$ cat src/rtl/periodic_task_timer_scheduler_top_defines.svh
// Assertion macros for the periodic task timer scheduler.
// Included by the top level; relies on signals named clk and rst in scope.
`ifndef PERIODIC_TASK_TIMER_SCHEDULER_TOP_DEFINES_SVH
`define PERIODIC_TASK_TIMER_SCHEDULER_TOP_DEFINES_SVH

// Checked only while reset is low.
`define PTTS_ASSERT(name, prop, msg) \
  name: assert property (@(posedge clk) disable iff (rst) prop) else $error(msg);

// Checked at every edge, reset included.
`define PTTS_ASSERT_ALWAYS(name, prop, msg) \
  name: assert property (@(posedge clk) prop) else $error(msg);

`endif

$ cat src/rtl/ptts_pkg.sv
// Shared types, codes and helpers for the periodic task timer scheduler.
// No dependencies; used by the result stage and the top level.
package ptts_pkg;

  localparam int MAX_FIRES = 16;
  localparam int FIRE_IW   = $clog2(MAX_FIRES);
  localparam int FIRE_CW   = $clog2(MAX_FIRES + 1);

  localparam logic [1:0] CMD_ADD    = 2'd0;
  localparam logic [1:0] CMD_REMOVE = 2'd1;
  localparam logic [1:0] CMD_TICK   = 2'd2;
  localparam logic [1:0] CMD_UNDEF  = 2'd3;

  localparam logic [2:0] ST_OK            = 3'd0;
  localparam logic [2:0] ST_ZERO_INTERVAL = 3'd1;
  localparam logic [2:0] ST_DUPLICATE     = 3'd2;
  localparam logic [2:0] ST_FULL          = 3'd3;
  localparam logic [2:0] ST_NOT_FOUND     = 3'd4;

  typedef struct packed {
    logic [7:0]  key;
    logic [30:0] period;
    logic [31:0] deadline;
    logic [31:0] runs;
  } slot_t;

  // Requests from the sequencer to the result stage.
  typedef struct packed {
    logic       push;
    logic [7:0] fire_key;
    logic       fire_final;
    logic       start;
    logic [2:0] status;
    logic [4:0] count;
  } resp_ctl_t;

  typedef enum logic [4:0] {
    S_IDLE,
    S_FIND_ORD,
    S_FIND_SLOT,
    S_FIND_CMP,
    S_ADD_WR,
    S_INS_ORD,
    S_INS_SLOT,
    S_INS_CMP,
    S_SHF_RD,
    S_SHF_WR,
    S_INS_DONE,
    S_DEL_RD,
    S_DEL_WR,
    S_DEL_DONE,
    S_TICK_ORD,
    S_TICK_SLOT,
    S_TICK_CMP,
    S_DONE,
    S_WAIT
  } state_t;

  // Wrap-safe ordering: a is earlier than b.
  function automatic logic is_before(input logic [31:0] a, input logic [31:0] b);
    logic [31:0] d;
    d = a - b;
    return d[31];
  endfunction

endpackage

$ cat src/rtl/ptts_in_if.sv
// Input channel of the periodic task timer scheduler: valid/ready plus command.
// Depends on nothing.
interface ptts_in_if;
  logic               valid;
  logic               ready;
  logic [1:0]         cmd;
  logic [7:0]         task_id;
  logic [30:0]        period_ms;
  logic signed [31:0] repeat_count;
  logic [31:0]        now_ms;

  modport source (output valid, cmd, task_id, period_ms, repeat_count, now_ms,
                  input ready);
  modport sink (input valid, cmd, task_id, period_ms, repeat_count, now_ms,
                output ready);
endinterface

$ cat src/rtl/ptts_out_if.sv
// Result channel of the periodic task timer scheduler: valid/ready plus result.
// Depends on nothing.
interface ptts_out_if;
  logic       valid;
  logic       ready;
  logic       kind;
  logic [2:0] status;
  logic [7:0] fired_id;
  logic       final_run;
  logic [4:0] task_count;
  logic       last;

  modport source (output valid, kind, status, fired_id, final_run, task_count, last,
                  input ready);
  modport sink (input valid, kind, status, fired_id, final_run, task_count, last,
                output ready);
endinterface

$ cat src/rtl/ptts_resp.sv
// Result stage: buffers the firings of a tick, then emits them with the final count.
// Depends on ptts_pkg and ptts_out_if.
module ptts_resp
  import ptts_pkg::*;
(
  input  logic       clk,
  input  logic       rst,
  input  resp_ctl_t  ctl,
  output logic       busy,
  ptts_out_if.source out_ch
);

  logic [8:0]         fq_mem [MAX_FIRES];
  logic [8:0]         fq_rdata;
  logic [FIRE_CW-1:0] wr_cnt;
  logic [FIRE_CW-1:0] rd_idx;
  logic               emitting;
  logic               have;
  logic [2:0]         end_status;
  logic [4:0]         end_count;
  logic               o_valid;
  logic               ofree;
  logic               load_fire;
  logic               load_end;

  assign ofree     = !o_valid || out_ch.ready;
  assign load_fire = emitting && (rd_idx != wr_cnt) && have && ofree;
  assign load_end  = emitting && (rd_idx == wr_cnt) && ofree;
  assign busy      = emitting;
  assign out_ch.valid = o_valid;

  always_ff @(posedge clk) begin
    if (ctl.push) begin
      fq_mem[wr_cnt[FIRE_IW-1:0]] <= {ctl.fire_key, ctl.fire_final};
    end
    fq_rdata <= fq_mem[rd_idx[FIRE_IW-1:0]];
  end

  always_ff @(posedge clk) begin
    if (rst) begin
      wr_cnt   <= '0;
      rd_idx   <= '0;
      emitting <= 1'b0;
      have     <= 1'b0;
      o_valid  <= 1'b0;
    end else begin
      if (ctl.push) begin
        wr_cnt <= wr_cnt + FIRE_CW'(1);
      end
      if (ctl.start) begin
        emitting   <= 1'b1;
        rd_idx     <= '0;
        have       <= 1'b0;
        end_status <= ctl.status;
        end_count  <= ctl.count;
      end else if (load_fire) begin
        rd_idx <= rd_idx + FIRE_CW'(1);
        have   <= 1'b0;
      end else if (load_end) begin
        emitting <= 1'b0;
        wr_cnt   <= '0;
        have     <= 1'b0;
      end else begin
        // The read data is registered, so it is good in the cycle after the index settles.
        have <= emitting;
      end
      if (load_fire || load_end) begin
        o_valid <= 1'b1;
      end else if (out_ch.ready) begin
        o_valid <= 1'b0;
      end
    end
  end

  always_ff @(posedge clk) begin
    if (load_fire) begin
      out_ch.kind       <= 1'b1;
      out_ch.status     <= ST_OK;
      out_ch.fired_id   <= fq_rdata[8:1];
      out_ch.final_run  <= fq_rdata[0];
      out_ch.task_count <= end_count;
      out_ch.last       <= 1'b0;
    end else if (load_end) begin
      out_ch.kind       <= 1'b0;
      out_ch.status     <= end_status;
      out_ch.fired_id   <= 8'd0;
      out_ch.final_run  <= 1'b0;
      out_ch.task_count <= end_count;
      out_ch.last       <= 1'b1;
    end
  end

endmodule

$ cat src/rtl/periodic_task_timer_scheduler_top.sv
// Periodic task timer scheduler: a deadline-ordered task list kept in two memories.
// An add or remove first searches the held tasks for the key; an add then places the
// new task in deadline order or a remove unlinks it, and then the result is sent.
// A tick handles each due task in turn (scan, unlink, reinsert unless it was the final
// run), at most 16 firings, then emits the results. Throughput: one transaction at a
// time. Reset empties the table and sets the task limit to 16.
`include "periodic_task_timer_scheduler_top_defines.svh"
module periodic_task_timer_scheduler_top
  import ptts_pkg::*;
#(
  parameter int MAX_TASKS = 16
) (
  input  logic       clk,
  input  logic       rst,
  input  logic       cfg_wr_en,
  input  logic [4:0] cfg_wr_data,
  ptts_in_if.sink    in_ch,
  ptts_out_if.source out_ch
);

  localparam int SW = (MAX_TASKS > 1) ? $clog2(MAX_TASKS) : 1;
  localparam int CW = $clog2(MAX_TASKS + 1);
  localparam int LW = (CW > 5) ? CW : 5;

  // Memories: task slots and the deadline-ordered list of slot numbers.
  slot_t         slot_mem [MAX_TASKS];
  logic [SW-1:0] ord_mem  [MAX_TASKS];
  slot_t         slot_rdata;
  logic [SW-1:0] ord_rdata;

  logic [SW-1:0] slot_raddr, slot_waddr, ord_raddr, ord_waddr, ord_wdata;
  logic          slot_we, ord_we;
  slot_t         slot_wdata;

  state_t        state, state_next;
  logic [MAX_TASKS-1:0] slot_valid;
  logic [CW-1:0] valid_ones;
  logic [4:0]    limit;
  logic [1:0]    cmd_r;
  logic [7:0]    key_r;
  logic [30:0]   per_r;
  logic [31:0]   runs_r;
  logic [31:0]   now_r;
  logic [CW-1:0] n, n_next, p, p_next, i, i_next, ins_n, ins_n_next;
  logic [SW-1:0] cur_s, cur_s_next, ins_s, ins_s_next, free_s;
  logic [31:0]   ins_dl, ins_dl_next;
  logic [2:0]    status_r, status_next;
  logic [FIRE_CW-1:0] fires, fires_next;
  logic          fin, fin_next;
  logic [7:0]    cur_key, cur_key_next;
  logic          valid_set, valid_clr;
  logic          accept, full, busy;
  resp_ctl_t     ctl;
  slot_t         fired;

  assign in_ch.ready = (state == S_IDLE);
  assign accept      = in_ch.valid && in_ch.ready;
  assign full = (LW'(n) >= LW'(limit)) || (LW'(n) >= LW'(MAX_TASKS));
  assign valid_ones  = CW'($countones(slot_valid));

  always_comb begin
    free_s = '0;
    for (int k = MAX_TASKS - 1; k >= 0; k--) begin
      if (!slot_valid[k]) begin
        free_s = SW'(k);
      end
    end
  end

  always_comb begin
    fired = slot_rdata;
    fired.deadline = now_r + {1'b0, slot_rdata.period};
    if (!slot_rdata.runs[31]) begin
      fired.runs = slot_rdata.runs - 32'd1;
    end
  end

  always_ff @(posedge clk) begin
    if (slot_we) begin
      slot_mem[slot_waddr] <= slot_wdata;
    end
    if (ord_we) begin
      ord_mem[ord_waddr] <= ord_wdata;
    end
    slot_rdata <= slot_mem[slot_raddr];
    ord_rdata  <= ord_mem[ord_raddr];
  end

  always_ff @(posedge clk) begin
    if (rst) begin
      state      <= S_IDLE;
      n          <= '0;
      slot_valid <= '0;
      limit      <= 5'd16;
    end else begin
      state <= state_next;
      n     <= n_next;
      if (cfg_wr_en) begin
        limit <= cfg_wr_data;
      end
      if (valid_set) begin
        slot_valid[free_s] <= 1'b1;
      end
      if (valid_clr) begin
        slot_valid[cur_s] <= 1'b0;
      end
    end
  end

  always_ff @(posedge clk) begin
    if (accept) begin
      cmd_r  <= in_ch.cmd;
      key_r  <= in_ch.task_id;
      per_r  <= in_ch.period_ms;
      runs_r <= in_ch.repeat_count;
      now_r  <= in_ch.now_ms;
    end
    p        <= p_next;
    i        <= i_next;
    ins_n    <= ins_n_next;
    cur_s    <= cur_s_next;
    ins_s    <= ins_s_next;
    ins_dl   <= ins_dl_next;
    status_r <= status_next;
    fires    <= fires_next;
    fin      <= fin_next;
    cur_key  <= cur_key_next;
  end

  always_comb begin
    state_next   = state;
    n_next       = n;
    p_next       = p;
    i_next       = i;
    ins_n_next   = ins_n;
    cur_s_next   = cur_s;
    ins_s_next   = ins_s;
    ins_dl_next  = ins_dl;
    status_next  = status_r;
    fires_next   = fires;
    fin_next     = fin;
    cur_key_next = cur_key;
    valid_set    = 1'b0;
    valid_clr    = 1'b0;
    slot_raddr   = '0;
    ord_raddr    = '0;
    slot_we      = 1'b0;
    slot_waddr   = cur_s;
    slot_wdata   = fired;
    ord_we       = 1'b0;
    ord_waddr    = i[SW-1:0];
    ord_wdata    = ord_rdata;
    ctl          = '0;
    ctl.status   = status_r;
    ctl.count    = 5'(n);
    ctl.fire_key = cur_key;
    ctl.fire_final = fin;

    unique case (state)
      S_IDLE: begin
        if (accept) begin
          status_next = ST_OK;
          p_next      = '0;
          fires_next  = '0;
          unique case (in_ch.cmd)
            CMD_ADD: begin
              if (in_ch.period_ms == 31'd0) begin
                status_next = ST_ZERO_INTERVAL;
                state_next  = S_DONE;
              end else begin
                state_next = S_FIND_ORD;
              end
            end
            CMD_REMOVE: state_next = S_FIND_ORD;
            CMD_TICK:   state_next = S_TICK_ORD;
            default:    state_next = S_DONE;
          endcase
        end
      end

      S_FIND_ORD: begin
        ord_raddr = p[SW-1:0];
        if (p >= n) begin
          if (cmd_r == CMD_REMOVE) begin
            status_next = ST_NOT_FOUND;
            state_next  = S_DONE;
          end else if (full) begin
            status_next = ST_FULL;
            state_next  = S_DONE;
          end else begin
            state_next = S_ADD_WR;
          end
        end else begin
          state_next = S_FIND_SLOT;
        end
      end

      S_FIND_SLOT: begin
        slot_raddr = ord_rdata;
        cur_s_next = ord_rdata;
        state_next = S_FIND_CMP;
      end

      S_FIND_CMP: begin
        if (slot_rdata.key == key_r) begin
          if (cmd_r == CMD_REMOVE) begin
            i_next     = p;
            state_next = S_DEL_RD;
          end else begin
            status_next = ST_DUPLICATE;
            state_next  = S_DONE;
          end
        end else begin
          p_next     = p + CW'(1);
          state_next = S_FIND_ORD;
        end
      end

      S_ADD_WR: begin
        slot_we          = 1'b1;
        slot_waddr       = free_s;
        slot_wdata.key   = key_r;
        slot_wdata.period = per_r;
        slot_wdata.deadline = now_r + {1'b0, per_r};
        slot_wdata.runs  = runs_r;
        valid_set        = 1'b1;
        ins_s_next       = free_s;
        ins_dl_next      = now_r + {1'b0, per_r};
        ins_n_next       = n;
        p_next           = '0;
        state_next       = S_INS_ORD;
      end

      S_INS_ORD: begin
        ord_raddr = p[SW-1:0];
        if (p == ins_n) begin
          i_next     = ins_n;
          state_next = S_SHF_RD;
        end else begin
          state_next = S_INS_SLOT;
        end
      end

      S_INS_SLOT: begin
        slot_raddr = ord_rdata;
        state_next = S_INS_CMP;
      end

      S_INS_CMP: begin
        // Place before the first entry that is strictly later.
        if (is_before(ins_dl, slot_rdata.deadline)) begin
          i_next     = ins_n;
          state_next = S_SHF_RD;
        end else begin
          p_next     = p + CW'(1);
          state_next = S_INS_ORD;
        end
      end

      S_SHF_RD: begin
        ord_raddr = SW'(i - CW'(1));
        if (i == p) begin
          ord_we     = 1'b1;
          ord_waddr  = p[SW-1:0];
          ord_wdata  = ins_s;
          state_next = S_INS_DONE;
        end else begin
          state_next = S_SHF_WR;
        end
      end

      S_SHF_WR: begin
        ord_we     = 1'b1;
        i_next     = i - CW'(1);
        state_next = S_SHF_RD;
      end

      S_INS_DONE: begin
        if (cmd_r == CMD_ADD) begin
          n_next     = n + CW'(1);
          state_next = S_DONE;
        end else begin
          ctl.push   = 1'b1;
          fires_next = fires + FIRE_CW'(1);
          p_next     = '0;
          state_next = (fires_next == FIRE_CW'(MAX_FIRES)) ? S_DONE : S_TICK_ORD;
        end
      end

      S_DEL_RD: begin
        ord_raddr = SW'(i + CW'(1));
        if ((i + CW'(1)) >= n) begin
          state_next = S_DEL_DONE;
        end else begin
          state_next = S_DEL_WR;
        end
      end

      S_DEL_WR: begin
        ord_we     = 1'b1;
        i_next     = i + CW'(1);
        state_next = S_DEL_RD;
      end

      S_DEL_DONE: begin
        if (cmd_r == CMD_REMOVE) begin
          valid_clr  = 1'b1;
          n_next     = n - CW'(1);
          state_next = S_DONE;
        end else if (fin) begin
          valid_clr  = 1'b1;
          n_next     = n - CW'(1);
          ctl.push   = 1'b1;
          fires_next = fires + FIRE_CW'(1);
          p_next     = '0;
          state_next = (fires_next == FIRE_CW'(MAX_FIRES)) ? S_DONE : S_TICK_ORD;
        end else begin
          ins_s_next = cur_s;
          ins_n_next = n - CW'(1);
          p_next     = '0;
          state_next = S_INS_ORD;
        end
      end

      S_TICK_ORD: begin
        ord_raddr = p[SW-1:0];
        state_next = (p >= n) ? S_DONE : S_TICK_SLOT;
      end

      S_TICK_SLOT: begin
        slot_raddr = ord_rdata;
        cur_s_next = ord_rdata;
        state_next = S_TICK_CMP;
      end

      S_TICK_CMP: begin
        if (slot_rdata.runs == 32'd0) begin
          // A task added with no runs stays listed but never fires.
          p_next     = p + CW'(1);
          state_next = S_TICK_ORD;
        end else if (is_before(now_r, slot_rdata.deadline)) begin
          state_next = S_DONE;
        end else begin
          slot_we      = 1'b1;
          ins_dl_next  = fired.deadline;
          cur_key_next = slot_rdata.key;
          fin_next     = !slot_rdata.runs[31] && (slot_rdata.runs == 32'd1);
          i_next       = p;
          state_next   = S_DEL_RD;
        end
      end

      S_DONE: begin
        ctl.start  = 1'b1;
        state_next = S_WAIT;
      end

      S_WAIT: begin
        if (!busy) begin
          state_next = S_IDLE;
        end
      end

      default: state_next = S_IDLE;
    endcase
  end

  ptts_resp u_resp (
    .clk    (clk),
    .rst    (rst),
    .ctl    (ctl),
    .busy   (busy),
    .out_ch (out_ch)
  );

  `PTTS_ASSERT(a_count_bound, (n <= CW'(MAX_TASKS)), "task count above capacity")
  `PTTS_ASSERT(a_count_matches_valid, (state == S_IDLE) |-> (valid_ones == n), "bad task count")
  `PTTS_ASSERT(a_fire_cap, (state != S_IDLE) |-> (fires <= FIRE_CW'(MAX_FIRES)), "firing cap exceeded")
  `PTTS_ASSERT_ALWAYS(a_reset_empty, $past(rst) |-> ((n == '0) && (slot_valid == '0)), "table not empty after reset")

endmodule
$ cat src/flat_wrapper.sv
// flat-port wrapper written by rule: the top's interface ports become plain ports
module periodic_task_timer_scheduler_top_flat import ptts_pkg::*;
#(
  parameter int MAX_TASKS = 16
)
  (clk, rst, cfg_wr_en, cfg_wr_data, in_ch_valid, in_ch_cmd, in_ch_task_id, in_ch_period_ms, in_ch_repeat_count, in_ch_now_ms, in_ch_ready, out_ch_valid, out_ch_kind, out_ch_status, out_ch_fired_id, out_ch_final_run, out_ch_task_count, out_ch_last, out_ch_ready);
  ptts_in_if in_ch_i ();
  ptts_out_if out_ch_i ();
  input  logic clk;
  input  logic rst;
  input  logic cfg_wr_en;
  input  logic [4:0] cfg_wr_data;
  input wire logic [$bits(in_ch_i.valid)-1:0] in_ch_valid;
  input wire logic [$bits(in_ch_i.cmd)-1:0] in_ch_cmd;
  input wire logic [$bits(in_ch_i.task_id)-1:0] in_ch_task_id;
  input wire logic [$bits(in_ch_i.period_ms)-1:0] in_ch_period_ms;
  input wire logic [$bits(in_ch_i.repeat_count)-1:0] in_ch_repeat_count;
  input wire logic [$bits(in_ch_i.now_ms)-1:0] in_ch_now_ms;
  output wire logic [$bits(in_ch_i.ready)-1:0] in_ch_ready;
  output wire logic [$bits(out_ch_i.valid)-1:0] out_ch_valid;
  output wire logic [$bits(out_ch_i.kind)-1:0] out_ch_kind;
  output wire logic [$bits(out_ch_i.status)-1:0] out_ch_status;
  output wire logic [$bits(out_ch_i.fired_id)-1:0] out_ch_fired_id;
  output wire logic [$bits(out_ch_i.final_run)-1:0] out_ch_final_run;
  output wire logic [$bits(out_ch_i.task_count)-1:0] out_ch_task_count;
  output wire logic [$bits(out_ch_i.last)-1:0] out_ch_last;
  input wire logic [$bits(out_ch_i.ready)-1:0] out_ch_ready;
  assign in_ch_i.valid = in_ch_valid;
  assign in_ch_i.cmd = in_ch_cmd;
  assign in_ch_i.task_id = in_ch_task_id;
  assign in_ch_i.period_ms = in_ch_period_ms;
  assign in_ch_i.repeat_count = in_ch_repeat_count;
  assign in_ch_i.now_ms = in_ch_now_ms;
  assign in_ch_ready = in_ch_i.ready;
  assign out_ch_valid = out_ch_i.valid;
  assign out_ch_kind = out_ch_i.kind;
  assign out_ch_status = out_ch_i.status;
  assign out_ch_fired_id = out_ch_i.fired_id;
  assign out_ch_final_run = out_ch_i.final_run;
  assign out_ch_task_count = out_ch_i.task_count;
  assign out_ch_last = out_ch_i.last;
  assign out_ch_i.ready = out_ch_ready;
  periodic_task_timer_scheduler_top #(.MAX_TASKS(MAX_TASKS)) u_core (.clk(clk), .rst(rst), .cfg_wr_en(cfg_wr_en), .cfg_wr_data(cfg_wr_data), .in_ch(in_ch_i), .out_ch(out_ch_i));
endmodule
$ cat config.mk
export PLATFORM = sky130hd
export DESIGN_NAME = periodic_task_timer_scheduler_top_flat
export DESIGN_NICKNAME = d
export VERILOG_FILES = /design/src/rtl/ptts_pkg.sv /design/src/rtl/ptts_in_if.sv /design/src/rtl/ptts_out_if.sv /design/src/rtl/ptts_resp.sv /design/src/rtl/periodic_task_timer_scheduler_top.sv /design/src/flat_wrapper.sv
export VERILOG_INCLUDE_DIRS = /design/src /design/src/rtl
export SDC_FILE = /design/constraint.sdc
export NUM_CORES = 2
export LEC_CHECK = 0
export ABC_AREA = 1
export BUFFER_PORTS_ARGS = -buffer_cell sky130_fd_sc_hd__buf_2
export CAP_MARGIN = 40
export CORE_MARGIN = 4
export CORE_UTILIZATION = 30
export CTS_BUF_LIST = sky130_fd_sc_hd__clkbuf_4
export DETAILED_ROUTE_END_ITERATION = 12
export GPL_TIMING_DRIVEN = 0
export PLACE_DENSITY = 0.55
export SYNTH_ARGS = -nofsm -noshare
export SYNTH_HDL_FRONTEND = slang
export SYNTH_SLANG_ARGS = --single-unit
$ cat constraint.sdc
create_clock -name clk -period 11.5 [get_ports clk]
set_input_delay 1.15 -clock clk [delete_from_list [all_inputs] [get_ports clk]]
set_output_delay 1.15 -clock clk [all_outputs]
set_load 0.01 [all_outputs]
==> impl_metrics.py <==
metrics = {
    "synthesis": {
        "async_reset_ff_share_pct": 0,
        "synthXorXnorAreaFrac_pct": 0.846,
        "synth_area_leaders": "edfxtp_1, nor2_1, nand2_1",
        "syn-num-nets": 8044,
        "synth_top_family_by_area": "simple AND/OR/NAND/NOR gates",
        "synthCells": 7774,
        "yosysUniqueCellTypes": 53,
        "synth_area_leader_cell": "edfxtp_1",
        "synth_top_area_share_pct": 66.2,
        "syn_avg_cell_area_um2": 12.0,
        "synth_seq_cells": 2220,
        "synth.area.mux_share_pct": 0.0483,
        "synth_area_um2": 93200,
        "yosysWarnings": 0,
        "yosys.area_share.adder_pct": 2.10,
        "yosys_most_used_dff": "edfxtp_1",
        "synth_compound_area_share_pct": 10.2,
        "synth_edf_count": 2055,
        "synth-simple-area-share_pct": 13.9,
        "ys_seq_area_share_pct": 69.7,
    },
    "pwr": {
        "p_leak_nw": 38.6,
        "peakVddDrop_uv": 156,
        "powerDensity_nw_per_um2": 258,
    },
    "global_routing": {
        "grt_max_degree": 28,
        "antenna_found_initial": 28,
        "grt_pass1_vias": 65100,
        "grt.total_usage_pct": 19.0,
        "grt_pass1_wl_um": 446000,
        "overflow": 0,
    },
    "critical_path": {
        "required_ps": 12440,
        "critPathKind": "flop to flop",
        "rr_worst_depth": 16,
        "cpMaxStageDelayCell": "nor2_4",
        "path_cells": "ha_1, nand2_1, nor4_1, o21ai_0, nand2_1, nand3_1, nand2_1, nand2_1, nand2_1, inv_1, o21ai_4, nand3_1, nor2_4, buf_12, buf_12, buf_12",
        "max_stage_delay_ps": 730,
        "cp-end-kind": "flop",
        "crit_top_cell": "nand2_1",
        "cp_max_fo": 24,
        "cp-start-kind": "flop",
        "critPathArrivalTime_ps": 6260,
    },
    "clock_tree": {
        "root_buffer": "clkbuf_4",
        "cts_tree": "built",
        "htreeDepth": 6,
        "clk-insertion-delay-late_ps": 1330,
        "cts_made_buffers": 585,
        "clkTransAtPathRegs_ps": 70,
        "clockBufferDepth": 4,
        "numClockSinks": 2220,
    },
    "placement": {
        "dp_cells": 12200,
        "hpwl_um": 229000,
        "port-buffer-count": 134,
        "dp_slack_ps": 6260,
        "gp_congestion": 0.912,
    },
    "timing": {
        "min_period_ps": 5320,
        "maxSlewViolCount": 0,
        "fin_crit_sh_pct": 46.2,
        "hold_violations": 0,
        "fmax_mhz": 188,
        "tns_ps": 0,
        "setup_ws_ps": 6180,
        "tightest_slew_ps": 1060,
        "rsz0062_at_grt": "false",
        "setup_viol": 0,
        "hold_slack_ps": 193,
        "slew_headroom_pct": 28.4,
        "fin_skew_ps": 164,
    },
    "floorplanning": {
        "die_h_um": 565,
        "die_width_um": 565,
        "start_util_pct": 30.2,
        "die_area_um2": 320000,
        "core-area_um2": 309000,
        "num_rows": 204,
        "io_pins": 136,
    },
    "job": {
        "maxCapViolations": 0,
    },
    "route": {
        "drt_first_pass_iters": 8,
        "viasPerCell": 5.01,
        "vias": 66900,
        "antenna_left": 0,
        "drt_iter0_drc": 6858,
        "routed_wirelength_um": 315000,
        "drc_errors": 0,
        "wl_per_cell_um": 23.6,
    },
    "hold_path": {
        "holdPathStages": 1,
        "hold_path.class": "primary input to flop",
    },
    "layout": {
        "nNetsFinal": 9037,
        "syn2layout_area_growth_pct": 18.7,
        "stdcell_count": 13400,
        "drive_gt1_share_pct": 16.8,
    },
    "outcome": {
        "status": "finished clean",
    },
}
==> worst max-delay path, delay by kind of cell, from the launching register on <==
family | cells | cell delay [ps]
and+or+nand+nor | 9 | 2470
adders and majority gates | 1 | 430
AOI/OAI and AO/OA | 2 | 540
DFF | 1 | 670
buffers and inverters | 4 | 830
==> sequential cells by signal, indices dropped and copies added (netlist names), 8 cells and up <==
name,cells
u_core.ins_dl,32
u_core.slot_rdata,64
u_core.u_resp.fq_rdata,9
u_core.slot_mem,1648
u_core.now_r,32
u_core.ord_mem,64
u_core.u_resp.out_ch.fired_id,8
u_core.u_resp.fq_mem,144
u_core.slot_valid,16
u_core.cur_key,8
u_core.key_r,8
u_core.fired,39
u_core.per_r,31
u_core.runs_r,32
==> metal layers <==
layer | part of all wire, % | GRT usage, %
met4 | 3.9 | 7.57
met1 | 43 | 25.8
met5 | 0.025 | 0
met2 | 45 | 29.6
met3 | 8.7 | 4.22
==> cell usage after synthesis (11+ instances only) <==
| library cell | instances |
|---|---|
| o221ai_1 | 36 |
| ha_1 | 153 |
| o21ai_0 | 482 |
| nand4_1 | 41 |
| o31ai_1 | 205 |
| buf_2 | 182 |
| a211oi_1 | 206 |
| clkbuf_1 | 220 |
| edfxtp_1 | 2055 |
| or2_2 | 34 |
| or2_0 | 192 |
| nand2_1 | 1186 |
| o211ai_1 | 218 |
| nor4_1 | 16 |
| xor2_1 | 50 |
| nand3_1 | 170 |
| nor3_1 | 245 |
| xnor2_1 | 40 |
| o21a_1 | 11 |
| dfxtp_1 | 165 |
| a21oi_1 | 147 |
| inv_1 | 273 |
| a31oi_1 | 14 |
| o22ai_1 | 125 |
| nor2_1 | 1192 |
==> worst paths after layout <==
| path | slack (ps) | endpoint | from |
|---|---|---|---|
| min reg2reg | 420 | u_core.u_resp.out_ch.task_count[0] | u_core.u_resp.end_count[0] |
| max | 6180 | u_core.slot_mem[2][62] | u_core.now_r[14] |
| max reg2reg | 6180 | u_core.slot_mem[2][62] | u_core.now_r[14] |
| min | 190 | u_core.per_r[30] | in_ch_period_ms[30] |
==> through the flow <==
stage	area (µm²)	utilization (%)	power (mW)
global route	111000	35.8	29.9
detailed placement	102000	32.9	21.2
floorplan	93200	-	16.9
CTS	111000	35.8	28.6
global placement	99100	32.0	20.7
finish	111000	35.8	28.5
==> cell type report <==
| cell class | count | area (µm²) |
|---|---|---|
| multi-input cells | 4851 | 25500 |
| plain buffers | 419 | 1830 |
| clock buffers | 909 | 6820 |
| fillers | 30400 | 198000 |
| repair buffers | 406 | 4220 |
| flip-flops and latches | 2220 | 65000 |
| well taps | 4120 | 5150 |
| clock inverters | 124 | 1020 |
| inverters | 284 | 1070 |
| diodes | 20 | 50.0 |
==> report_power, final <==
group	switching, mW	leakage [nW]	internal [mW]
Combinational	6.60	14.0	2.19
Clock	3.33	4.65	3.97
Sequential	0.708	19.9	11.7
Total	10.6	38.6	17.9
==> logic make-up (layout without fill, tap and decap cells) <==
logic type / count (synthesis) / after routing
buffers and inverters: 703 / 2142
muxes: 4 / 4
xor gates and xnor gates: 90 / 90
adders and majority gates: 155 / 155
AOI/OAI and AO/OA: 1495 / 1495
and+or+nand+nor: 3107 / 3107
other: 0 / 20
DFF: 2220 / 2220
==> cell usage in the layout, fill, tap and decap left out, types with 125 or more instances in the layout <==
cell,n
a211oi_1,206
or2_0,192
o21ai_0,443
nor2_1,1175
clkbuf_1,216
edfxtp_1,2055
ha_1,153
nand3_1,170
nor3_1,242
dfxtp_1,165
o22ai_1,125
o211ai_1,218
o31ai_1,205
clkbuf_4,909
buf_2,323
a21oi_1,147
inv_1,273
nand2_1,1186
==> repair_timing <==
| item | CTS | global route |
|---|---|---|
| endpoints found under the hold margin | 98 | 0 |
| buffers inserted | 0 | 0 |
| resized for setup | 0 | 0 |
| hold buffers | 100 | 0 |
(Power assumes the default switching activity.)
